--- src/rtl/rwlq_pkg.sv ---
package rwlq_pkg;

   localparam int READ_QUEUE_DEPTH_DEF  = 16;
   localparam int WRITE_QUEUE_DEPTH_DEF = 16;
   localparam int REQUESTER_ID_BITS_DEF = 8;
   localparam int MAX_READERS_DEF       = 255;

   localparam int ID_PORT_W   = 8;
   localparam int MAX_WAKE    = 16;
   localparam int WAKE_CNT_W  = $clog2(MAX_WAKE + 1);

   typedef enum logic [1:0] {
      CMD_READ_LOCK    = 2'd0,
      CMD_WRITE_LOCK   = 2'd1,
      CMD_READ_UNLOCK  = 2'd2,
      CMD_WRITE_UNLOCK = 2'd3
   } cmd_type;

   typedef enum logic [2:0] {
      STS_GRANTED   = 3'd0,
      STS_QUEUED    = 3'd1,
      STS_WOKEN     = 3'd2,
      STS_RELEASED  = 3'd3,
      STS_QFULL     = 3'd4,
      STS_RCFULL    = 3'd5,
      STS_BADUNLOCK = 3'd6
   } status_type;

   typedef enum logic [1:0] {
      ST_IDLE,
      ST_EXEC,
      ST_WAKE
   } state_type;

   typedef struct packed {
      logic empty;
      logic full;
      logic single;
   } fifo_stat_type;

   typedef struct packed {
      logic push;
      logic pop;
   } fifo_ctl_type;

endpackage

--- src/rtl/reader_writer_lock_queue.sv ---
// A command is accepted with start while idle; its result beat is shown in the next
// cycle. A write unlock that wakes k readers (k <= 16) reports them instead from
// the wake state, one woken reader per cycle from the reader queue memory port.
// Reset: synchronous; lock free, no readers, both wait queues empty.
// The receiver cannot stall: each rsp_valid beat is taken in the cycle it is shown.
module reader_writer_lock_queue
   import rwlq_pkg::*;
#(
   parameter int READ_QUEUE_DEPTH  = READ_QUEUE_DEPTH_DEF,
   parameter int WRITE_QUEUE_DEPTH = WRITE_QUEUE_DEPTH_DEF,
   parameter int REQUESTER_ID_BITS = REQUESTER_ID_BITS_DEF,
   parameter int MAX_READERS       = MAX_READERS_DEF
) (
   input  logic                 clock,
   input  logic                 reset,
   input  logic                 start,
   output logic                 busy,
   input  logic [1:0]           req_command,
   input  logic [ID_PORT_W-1:0] req_requester_id,
   output logic                 rsp_valid,
   output logic [2:0]           rsp_status,
   output logic [ID_PORT_W-1:0] rsp_target_id,
   output logic                 rsp_grant_is_write,
   output logic                 rsp_last
);

   localparam int ID_W = (REQUESTER_ID_BITS < ID_PORT_W) ? REQUESTER_ID_BITS : ID_PORT_W;

   fifo_stat_type   rq_stat, wq_stat;
   fifo_ctl_type    rq_ctl, wq_ctl;
   logic [ID_W-1:0] rq_head, wq_head;
   logic [ID_W-1:0] push_id;

   rwlq_ctrl #(
      .MAX_READERS (MAX_READERS),
      .ID_W        (ID_W)
   ) u_ctrl (
      .clock              (clock),
      .reset              (reset),
      .start              (start),
      .busy               (busy),
      .req_command        (req_command),
      .req_requester_id   (req_requester_id),
      .rsp_valid          (rsp_valid),
      .rsp_status         (rsp_status),
      .rsp_target_id      (rsp_target_id),
      .rsp_grant_is_write (rsp_grant_is_write),
      .rsp_last           (rsp_last),
      .rq_stat            (rq_stat),
      .wq_stat            (wq_stat),
      .rq_head            (rq_head),
      .wq_head            (wq_head),
      .rq_ctl             (rq_ctl),
      .wq_ctl             (wq_ctl),
      .push_id            (push_id)
   );

   rwlq_queue #(
      .DEPTH  (READ_QUEUE_DEPTH),
      .DATA_W (ID_W)
   ) u_read_q (
      .clock     (clock),
      .reset     (reset),
      .ctl       (rq_ctl),
      .push_data (push_id),
      .head_data (rq_head),
      .stat      (rq_stat)
   );

   rwlq_queue #(
      .DEPTH  (WRITE_QUEUE_DEPTH),
      .DATA_W (ID_W)
   ) u_write_q (
      .clock     (clock),
      .reset     (reset),
      .ctl       (wq_ctl),
      .push_data (push_id),
      .head_data (wq_head),
      .stat      (wq_stat)
   );

endmodule

--- src/rtl/rwlq_queue.sv ---
module rwlq_queue
   import rwlq_pkg::*;
#(
   parameter int DEPTH  = READ_QUEUE_DEPTH_DEF,
   parameter int DATA_W = REQUESTER_ID_BITS_DEF
) (
   input  logic              clock,
   input  logic              reset,
   input  fifo_ctl_type      ctl,
   input  logic [DATA_W-1:0] push_data,
   output logic [DATA_W-1:0] head_data,
   output fifo_stat_type     stat
);

   localparam int PTR_W = (DEPTH > 1) ? $clog2(DEPTH) : 1;
   localparam int CNT_W = $clog2(DEPTH + 1);
   localparam int SUM_W = CNT_W + 1;

   logic [DATA_W-1:0] mem [DEPTH];
   logic [PTR_W-1:0]  head_ff, head_in;
   logic [CNT_W-1:0]  count_ff, count_in;
   logic [SUM_W-1:0]  tail_sum;
   logic [PTR_W-1:0]  tail;
   logic [DATA_W-1:0] rd_data_ff;

   assign tail_sum = SUM_W'(head_ff) + SUM_W'(count_ff);
   assign tail     = (tail_sum >= SUM_W'(DEPTH)) ? PTR_W'(tail_sum - SUM_W'(DEPTH))
                                                 : PTR_W'(tail_sum);

   always_comb begin
      head_in = head_ff;
      if (ctl.pop) begin
         head_in = (head_ff == PTR_W'(DEPTH - 1)) ? '0 : head_ff + PTR_W'(1);
      end
      count_in = count_ff;
      if (ctl.push && !ctl.pop) begin
         count_in = count_ff + CNT_W'(1);
      end else if (ctl.pop && !ctl.push) begin
         count_in = count_ff - CNT_W'(1);
      end
   end

   always_ff @(posedge clock) begin
      if (reset) begin
         head_ff  <= '0;
         count_ff <= '0;
      end else begin
         head_ff  <= head_in;
         count_ff <= count_in;
      end
   end

   // read the next head every cycle; a push to an empty queue goes via mem to rd_data_ff
   always_ff @(posedge clock) begin
      if (ctl.push) begin
         mem[tail] <= push_data;
      end
      rd_data_ff <= mem[head_in];
   end

   assign head_data   = rd_data_ff;
   assign stat.empty  = (count_ff == '0);
   assign stat.full   = (count_ff == CNT_W'(DEPTH));
   assign stat.single = (count_ff == CNT_W'(1));

endmodule

--- src/rtl/rwlq_ctrl.sv ---
module rwlq_ctrl
   import rwlq_pkg::*;
#(
   parameter int MAX_READERS = MAX_READERS_DEF,
   parameter int ID_W        = REQUESTER_ID_BITS_DEF
) (
   input  logic                 clock,
   input  logic                 reset,
   input  logic                 start,
   output logic                 busy,
   input  logic [1:0]           req_command,
   input  logic [ID_PORT_W-1:0] req_requester_id,
   output logic                 rsp_valid,
   output logic [2:0]           rsp_status,
   output logic [ID_PORT_W-1:0] rsp_target_id,
   output logic                 rsp_grant_is_write,
   output logic                 rsp_last,
   input  fifo_stat_type        rq_stat,
   input  fifo_stat_type        wq_stat,
   input  logic [ID_W-1:0]      rq_head,
   input  logic [ID_W-1:0]      wq_head,
   output fifo_ctl_type         rq_ctl,
   output fifo_ctl_type         wq_ctl,
   output logic [ID_W-1:0]      push_id
);

   localparam int RC_W = $clog2(MAX_READERS + 1);

   state_type             state_ff, state_in;
   cmd_type               cmd_ff;
   logic [ID_W-1:0]       id_ff;
   logic                  writer_held_ff, writer_held_in;
   logic [RC_W-1:0]       reader_count_ff, reader_count_in;
   logic [WAKE_CNT_W-1:0] wake_cnt_ff, wake_cnt_in;
   logic                  accept;
   logic                  rc_room;
   logic                  wake_start;
   logic                  wake_more;
   status_type            status;

   assign busy    = (state_ff != ST_IDLE);
   assign accept  = start && !busy;
   assign rc_room = (reader_count_ff < RC_W'(MAX_READERS));
   assign push_id = id_ff;

   assign wake_start = (cmd_ff == CMD_WRITE_UNLOCK) && writer_held_ff && wq_stat.empty
                       && !rq_stat.empty && rc_room;
   // keep waking while readers remain and both the per-command and holder limits allow
   assign wake_more  = !rq_stat.single && (wake_cnt_ff < WAKE_CNT_W'(MAX_WAKE - 1))
                       && (reader_count_ff < RC_W'(MAX_READERS - 1));

   always_ff @(posedge clock) begin
      if (accept) begin
         cmd_ff <= cmd_type'(req_command);
         id_ff  <= ID_W'(req_requester_id);
      end
   end

   always_comb begin
      state_in = state_ff;
      unique case (state_ff)
         ST_IDLE: begin
            if (start) state_in = ST_EXEC;
         end
         ST_EXEC: begin
            state_in = wake_start ? ST_WAKE : ST_IDLE;
         end
         ST_WAKE: begin
            state_in = wake_more ? ST_WAKE : ST_IDLE;
         end
         default: state_in = ST_IDLE;
      endcase
   end

   always_comb begin
      writer_held_in     = writer_held_ff;
      reader_count_in    = reader_count_ff;
      wake_cnt_in        = wake_cnt_ff;
      rq_ctl             = '0;
      wq_ctl             = '0;
      rsp_valid          = 1'b0;
      status             = STS_RELEASED;
      rsp_target_id      = ID_PORT_W'(id_ff);
      rsp_grant_is_write = 1'b0;
      rsp_last           = 1'b1;
      unique case (state_ff)
         ST_IDLE: begin
            wake_cnt_in = '0;
         end
         ST_EXEC: begin
            rsp_valid = 1'b1;
            unique case (cmd_ff)
               CMD_READ_LOCK: begin
                  if (!writer_held_ff) begin
                     if (!rc_room) begin
                        status = STS_RCFULL;
                     end else begin
                        reader_count_in = reader_count_ff + RC_W'(1);
                        status          = STS_GRANTED;
                     end
                  end else if (rq_stat.full) begin
                     status = STS_QFULL;
                  end else begin
                     rq_ctl.push = 1'b1;
                     status      = STS_QUEUED;
                  end
               end
               CMD_WRITE_LOCK: begin
                  rsp_grant_is_write = 1'b1;
                  if (!writer_held_ff && reader_count_ff == '0) begin
                     writer_held_in = 1'b1;
                     status         = STS_GRANTED;
                  end else if (wq_stat.full) begin
                     status = STS_QFULL;
                  end else begin
                     wq_ctl.push = 1'b1;
                     status      = STS_QUEUED;
                  end
               end
               CMD_READ_UNLOCK: begin
                  if (reader_count_ff == '0) begin
                     status = STS_BADUNLOCK;
                  end else begin
                     reader_count_in = reader_count_ff - RC_W'(1);
                     if (reader_count_ff == RC_W'(1) && !wq_stat.empty) begin
                        // last reader out: hand the lock to the head writer
                        writer_held_in     = 1'b1;
                        wq_ctl.pop         = 1'b1;
                        status             = STS_WOKEN;
                        rsp_target_id      = ID_PORT_W'(wq_head);
                        rsp_grant_is_write = 1'b1;
                     end else begin
                        status = STS_RELEASED;
                     end
                  end
               end
               CMD_WRITE_UNLOCK: begin
                  rsp_grant_is_write = 1'b1;
                  if (!writer_held_ff) begin
                     status = STS_BADUNLOCK;
                  end else if (!wq_stat.empty) begin
                     wq_ctl.pop    = 1'b1;
                     status        = STS_WOKEN;
                     rsp_target_id = ID_PORT_W'(wq_head);
                  end else begin
                     writer_held_in = 1'b0;
                     // readers are reported beat by beat from the wake state
                     if (wake_start) rsp_valid = 1'b0;
                     status = STS_RELEASED;
                  end
               end
               default: status = STS_BADUNLOCK;
            endcase
         end
         ST_WAKE: begin
            rsp_valid       = 1'b1;
            rq_ctl.pop      = 1'b1;
            reader_count_in = reader_count_ff + RC_W'(1);
            wake_cnt_in     = wake_cnt_ff + WAKE_CNT_W'(1);
            status          = STS_WOKEN;
            rsp_target_id   = ID_PORT_W'(rq_head);
            rsp_last        = !wake_more;
         end
         default: begin
            wake_cnt_in = '0;
         end
      endcase
   end

   assign rsp_status = status;

   always_ff @(posedge clock) begin
      if (reset) begin
         state_ff        <= ST_IDLE;
         writer_held_ff  <= 1'b0;
         reader_count_ff <= '0;
         wake_cnt_ff     <= '0;
      end else begin
         state_ff        <= state_in;
         writer_held_ff  <= writer_held_in;
         reader_count_ff <= reader_count_in;
         wake_cnt_ff     <= wake_cnt_in;
      end
   end

`ifndef SYNTH
   a_excl_hold: assert property (@(posedge clock) disable iff (reset)
      !(writer_held_ff && reader_count_ff != '0))
      else $error("writer and readers hold the lock together");

   a_wake_nonempty: assert property (@(posedge clock) disable iff (reset)
      (state_ff == ST_WAKE) |-> !rq_stat.empty)
      else $error("reader wake with empty queue");

   a_wake_limit: assert property (@(posedge clock) disable iff (reset)
      (state_ff == ST_WAKE) |-> (wake_cnt_ff < WAKE_CNT_W'(MAX_WAKE)))
      else $error("too many readers woken by one command");

   a_last_ends: assert property (@(posedge clock) disable iff (reset)
      (rsp_valid && rsp_last) |=> (state_ff == ST_IDLE))
      else $error("beat after last beat of a command");

   a_no_overlap: assert property (@(posedge clock) disable iff (reset)
      !((rq_ctl.push || rq_ctl.pop) && (wq_ctl.push || wq_ctl.pop)))
      else $error("both queues touched by one command step");
`endif

endmodule

--- config.mk ---
export PLATFORM = sky130hd
export DESIGN_NAME = reader_writer_lock_queue
export DESIGN_NICKNAME = d
export VERILOG_FILES = /design/src/rtl/rwlq_pkg.sv /design/src/rtl/reader_writer_lock_queue.sv /design/src/rtl/rwlq_queue.sv /design/src/rtl/rwlq_ctrl.sv
export SDC_FILE = /design/constraint.sdc
export NUM_CORES = 1
export LEC_CHECK = 0
export BUFFER_PORTS_ARGS = -buffer_cell sky130_fd_sc_hd__buf_2
export CORE_UTILIZATION = 49
export CTS_CLUSTER_SIZE = 8
export DETAILED_ROUTE_END_ITERATION = 8
export PLACE_DENSITY_LB_ADDON = 0.3
export SLEW_MARGIN = 30
export SYNTH_ARGS = -nofsm -noshare
export SYNTH_HDL_FRONTEND = slang
export SYNTH_SLANG_ARGS = --single-unit
--- constraint.sdc ---
create_clock -name clock -period 4.6 [get_ports clock]
set_input_delay 0.23 -clock clock [delete_from_list [all_inputs] [get_ports clock]]
set_output_delay 0.23 -clock clock [all_outputs]
set_load 0.02 [all_outputs]
**Yosys cells after proc, flatten, opt, wreduce, memory -nomap -nowiden**

Memory sizes are Yosys's and may differ from the RTL's. A register that Yosys moved wholly into a read port is not among the register bits.
Index checks and enable logic that the tools add are counted.

- Register bits: 44
- RAM bits: 256
- Memories: 2

Memory list:

| name | words | bits a word | rd ports | clocked after Yosys merged registers in | write ports | line | source |
|---|---|---|---|---|---|---|---|
| u_read_q.mem | 16 | 8 | 1 | 1 | 1 | rwlq_queue.sv:19 | `logic [DATA_W-1:0] mem [DEPTH];` |
| u_write_q.mem | 16 | 8 | 1 | 1 | 1 | rwlq_queue.sv:19 |  |

- Add/sub/neg operators: 13
- $lt $le $gt $ge: 5
- Eq/ne operators: 19
- Multiplexer cells: 67
- Reduce and logical (&&, ||, !) cells: 36

Operator list:

| operator | number |
|---|---|
| one-hot mux 8 bit (2 select lines) | 4 |
| 2-to-1 mux 8 bit | 7 |
| 2-to-1 mux 1 bit | 27 |
| 2-to-1 mux 4 bit | 6 |
| 2-to-1 mux 3 bit | 7 |
| 2-to-1 mux 5 bit | 4 |
| less-than comparator 8 bit, second input constant | 2 |
| adder 5 x 1 -> 5 bit, second input constant | 3 |
| logical AND 1 bit | 13 |
| adder 4 x 5 -> 6 bit | 2 |
| >= comparator 6 x 5 -> 1 bit, second input constant | 2 |
| one-hot mux 3 bit (4 select lines) | 1 |
| equality test 5 bit, second input constant | 2 |
| zero test 1 bit | 10 |
| zero test 5 bit | 2 |
| one-hot mux 5 bit (2 select lines) | 1 |
| AND reduction 5 bit | 2 |
| subtractor 5 x 1 -> 5 bit, second input constant | 2 |
| != test 3 bit, second input constant | 3 |
| adder 4 x 1 -> 4 bit, second input constant | 2 |
| adder 8 x 1 -> 8 bit, second input constant | 1 |
| equality test 4 bit, second input constant | 2 |
| equality test 8 x 1 -> 1 bit, second input constant | 1 |
| zero test 8 bit | 1 |
| other kinds (18) | 33 |

**Depth between registers and ports, before layout**

- Word-level depth: 11
- Depth in mapped cells: 15

**Hierarchy**

A second synthesis with hierarchy kept.

- Cells, all modules: 1081
- Area, all modules: 14870.5 sq um

Modules (own cells, without submodules):

| module | times used | cells each | area an instance (sq um) | seq. area each (sq um) |
|---|---|---|---|---|
| rwlq_queue at u_read_q | 1 | 515 | 6588.8 | 4184.0 |
| rwlq_queue at u_write_q | 1 | 350 | 6427.4 | 4184.0 |
| rwlq_ctrl | 1 | 216 | 1854.3 | 620.6 |

**Worst setup path after synthesis**

Ideal clock, no wire load.

- Path type: flip-flop to flip-flop
- From: register u_ctrl.state_ff[1]
- To: register u_write_q.count_ff[4]
- Library setup time: 0.070 ns
- Data arrival time: 2.957 ns
- Required time: 4.530 ns
- Setup slack: 1.573 ns
- Stages on the path, launching flop included: 14
- Buffers on the path: 1
- Clock period less this slack: 3.027 ns
- Cells stage by stage: dfxtp_1 -> inv_1 -> ha_1 -> clkbuf_1 -> nand3_1 -> nor3b_1 -> ha_1 -> inv_1 -> fa_1 -> a21o_1 -> a21oi_1 -> xnor2_1 -> or3_1 -> a21oi_1

- Longest elaborated chain between the ends: 5
- Elaborated cells between the ends (all ways): 8

Ends and longest elaborated chain:

| element | line | source |
|---|---|---|
| start: declaration | rwlq_ctrl.sv:29 | `state_type state_ff, state_in;` |
| start signal: assignment | rwlq_ctrl.sv:179 | `state_ff <= state_in;` |
| equality test 2 x 1 -> 1 bit (*) | rwlq_ctrl.sv:86 | `unique case (state_ff)` |
| 2-to-1 mux 2 bit (*) | rwlq_ctrl.sv:86 |  |
| zero test 1 bit (on tied branches) | rwlq_queue.sv:36, rwlq_queue.sv:38 |  |
| logical AND 1 bit (on tied branches) | rwlq_queue.sv:36, rwlq_queue.sv:38 |  |
| 2-to-1 mux 5 bit or nonzero test 2 bit (tied branches) | n/a |  |
| end signal: assignment | rwlq_queue.sv:49 | `count_ff <= count_in;` |
| end: declaration | rwlq_queue.sv:21 | `logic [CNT_W-1:0] count_ff, count_in;` |

Mark *: on every way between the ends. The rest lies on a longest branch, timed or not.
A chain may end at the register's enable or synchronous reset.

**Worst setup path after layout**

- From: register u_ctrl.state_ff[0]
- To: register u_read_q.rd_data_ff[0] (netlist: u_read_q.head_data[0]), read port of u_read_q.mem

- Longest elaborated chain between the ends: 3

Ends and longest elaborated chain:

| element | line | source |
|---|---|---|
| equality test 2 bit | rwlq_ctrl.sv:86 |  |
| 2-to-1 mux 1 bit | rwlq_ctrl.sv:86 |  |
| 2-to-1 mux 4 bit | rwlq_queue.sv:32 | `if (ctl.pop) begin` |
| end: declaration | rwlq_queue.sv:24 | `logic [DATA_W-1:0] rd_data_ff;` |

No other way between the ends.

==> flow_summary.yaml <==
outcome:
  status: "finished clean"
logic_synthesis:
  synth_area_per_cell_um2: 15.1
  synth_top_area_share_pct: 59.5
  syn_area_um2: 13400
  syn-instance-count: 890
  synth_warnings: 0
  async_flop_share_pct: 0
  ys.flop_type: "edfxtp_1"
  synth_largest_area_cell: "edfxtp_1"
  synthTopCellsByArea: "edfxtp_1 60%, dfxtp_1 7.5%, mux2i_1 5.9%"
  ys_types: 60
  syn_nets: 931
  ys_seq_elements: 316
  seq_area_frac_synth_pct: 67.0
  synth-edff-count: 266
worst_setup_path:
  cp-startpoint: "u_ctrl.state_ff[0]"
  r2r_cells: 8
  path_class: "flop to flop"
  r2r_slack_ns: 1.02
  rr_startpoint: "u_ctrl.state_ff[0]"
  required_ns: 4.96
  cp_max_fo: 18
  r2r_end: "u_read_q.head_data[0]"
  crit_path_start_kind: "flop"
  arrival_ns: 3.94
  worstSetupEndpoint: "u_read_q.head_data[0]"
  cp-end-kind: "flop"
timing:
  maxSlewViolCount: 0
  max_clock_freq_mhz: 280
  slew-limit-headroom_pct: 36.8
  setup_viol: 0
  fin_tns_setup_ns: 0
  hold_violations: 0
  fin_crit_sh_pct: 77.7
  period_needed_ns: 3.58
  rsz0062_at_grt: "false"
  skew_ns: 0.0269
  worst_pin_slew_ns: 0.945
  worst_slack_ns: 1.02
global_route:
  grt_use_total_pct: 21.4
  grt-ovfl-total: 0
  grt_max_degree: 37
  antenna_found_initial: 0
  grt_pass1_wl_um: 45100
  grt_pass1_vias: 7535
die:
  core-area_um2: 26900
  die_w_um: 168
  row_count: 60
  die_area_um2: 28100
  io_pins: 28
  initial_core_util_pct: 49.9
  chipHeight_um: 168
clock_network:
  cts_root_buf: "clkbuf_16"
  clock_sinks: 316
  h-tree-depth: 2
  clk_pin_slew_worst_paths_ns: 0.05
  cts_tree: "done"
  cts_max_path_buffers: 3
  clk_latency_ns: 0.55
  cts_buffers: 45
  cts.repair.resized: 0
placed_design:
  dp_hpwl_um: 18100
  dp_slack_ns: 1.03
  gp_routability_congestion: 0.828
  portBuffers: 27
route:
  ant_nets: 0
  viasPerCell: 5.89
  drc: 0
  drtIter0Drc: 802
  drt-total-wl_um: 29600
  drtPass1Iterations: 6
  num_vias: 7822
  wl_per_cell_um: 22.3
pwr:
  p_per_area_nw_per_um2: 426
  ir_drop_mv: 0.306
  p_leak_nw: 5.72
cells_and_area:
  antenna_cells: 0
  drive_gt1_share_pct: 14.9
  nets: 991
  layout_common_cells: "266 x edfxtp_1, 78 x mux2i_1, 77 x nor2_1"
  area_delta_synth_final_pct: 14.7
  final_common_cell: "edfxtp_1"
worst_hold_path:
  worstHoldStart: "start"
  min_path_type: "primary input to flop"
flow_run:
  cap_violations: 0
==> cells in the mapped netlist (all sizes together) (2+ instances only) <==
cell,instances
nand2b,2
o21ai,18
a22oi,2
clkbuf,26
nor3,4
mux4,32
or4,11
a221o,7
nand4,6
a21oi,38
o31ai,2
or3b,3
xor2,19
and3,10
a22o,8
xnor2,12
buf,14
nand3,14
o22ai,32
nor3b,4
nor2b,11
nor2,82
o221ai,2
a211oi,11
nand3b,5
inv,20
edfxtp,266
a31oi,3
nand2,31
mux2i,79
a21o,8
or3,8
fa,3
o2111ai,2
nor4,5
a31o,2
ha,25
o21bai,3
dfxtp,50
==> per-stage QoR <==
stage          area (um^2)  instances  hold WS (ns)  util [%]  total power [mW]
3_3_place_gp         14000       1234         0.407      51.9              3.52
2_1_floorplan        13400        890         0.329         -              3.42
6_report             15400       1327        0.0797      57.3              6.55
3_5_place_dp         14000       1234         0.408      51.9              3.52
5_1_grt              15400       1327         0.110      57.3              6.72
4_1_cts              15400       1327        0.0632      57.2              6.57
==> what timing repair did <==
item                      4_1_cts  5_1_grt
buffers inserted                0        0
hold buffers                   10        0
hold endpoints to repair       10        0
==> cell families (layout without fill, tap and decap cells) <==
logic type	count (synthesis)	in the layout	synth area share [%]
flops	316	316	67.0
simple gates	200	200	7.65
compound gates	144	144	7.25
mux	111	111	11.3
buf+inv	60	156	2.06
xor+xnor	31	31	2.02
fa+ha+maj	28	28	2.78
==> how the worst min path moves through the flow <==
| stage | endpoint | slack (ns) | cells after the start |
|---|---|---|---|
| after global placement | u_ctrl.push_id[3] | 0.41 | 1 |
| final | u_ctrl.state_ff[0] | 0.08 | 4 |
| after global routing | u_ctrl.state_ff[0] | 0.11 | 4 |
| after detailed placement | u_ctrl.push_id[7] | 0.41 | 1 |
| after floorplan | u_ctrl.cmd_ff[0] | 0.33 | 0 |
| after CTS | u_ctrl.state_ff[0] | 0.06 | 4 |
==> cell type report <==
class | instances | area [um^2]
fillers | 2089 | 11500
inverters | 20 | 75.1
repair buffers | 53 | 368
clock buffers | 79 | 1250
well taps | 341 | 427
flip-flops and latches | 316 | 8990
multi-input cells | 514 | 4210
clock inverters | 4 | 71.3
==> worst max-delay path: stages, from the launching register on <==
cell and delay, ns:
dfxtp_1 0.33, inv_1 0.11, ha_1 0.54, inv_1 0.26, a21oi_4 0.75, buf_4 0.45
mux4_2 0.57, mux2i_1 0.23, a21oi_1 0.12
==> power by group <==
group          leakage (nW)  total (mW)  internal [mW]  switching [mW]
Clock                 0.627        3.07           1.85            1.23
Sequential             2.81        3.17           3.14          0.0289
Combinational          2.28       0.310          0.107           0.203
Total                  5.72        6.55           5.10            1.46
==> metal layers <==
metal | vias to the layer above | global-route usage, % | routed length [um] | part of all wire, %
met3 | 53 | 3.66 | 1970 | 6.7
met4 | 0 | 6.94 | 717 | 2.4
met2 | 271 | 33.1 | 13700 | 46
met5 | - | 0 | 0 | 0
met1 | 3908 | 30.9 | 13200 | 45
li1 | 3590 | - | - | -
==> state kept, by name, indices dropped and copies added, names as in the netlist <==
name                    flops
u_read_q.head_ff            4
u_read_q.head_data          8
u_read_q.count_ff           5
u_ctrl.reader_count_ff      8
u_ctrl.push_id              8
u_write_q.mem             128
u_write_q.head_data         8
u_ctrl.writer_held_ff       1
u_ctrl.wake_cnt_ff          5
u_ctrl.state_ff             2
u_write_q.count_ff          5
u_read_q.mem              128
u_write_q.head_ff           4
u_ctrl.cmd_ff               2
(Power assumes the default switching activity.)
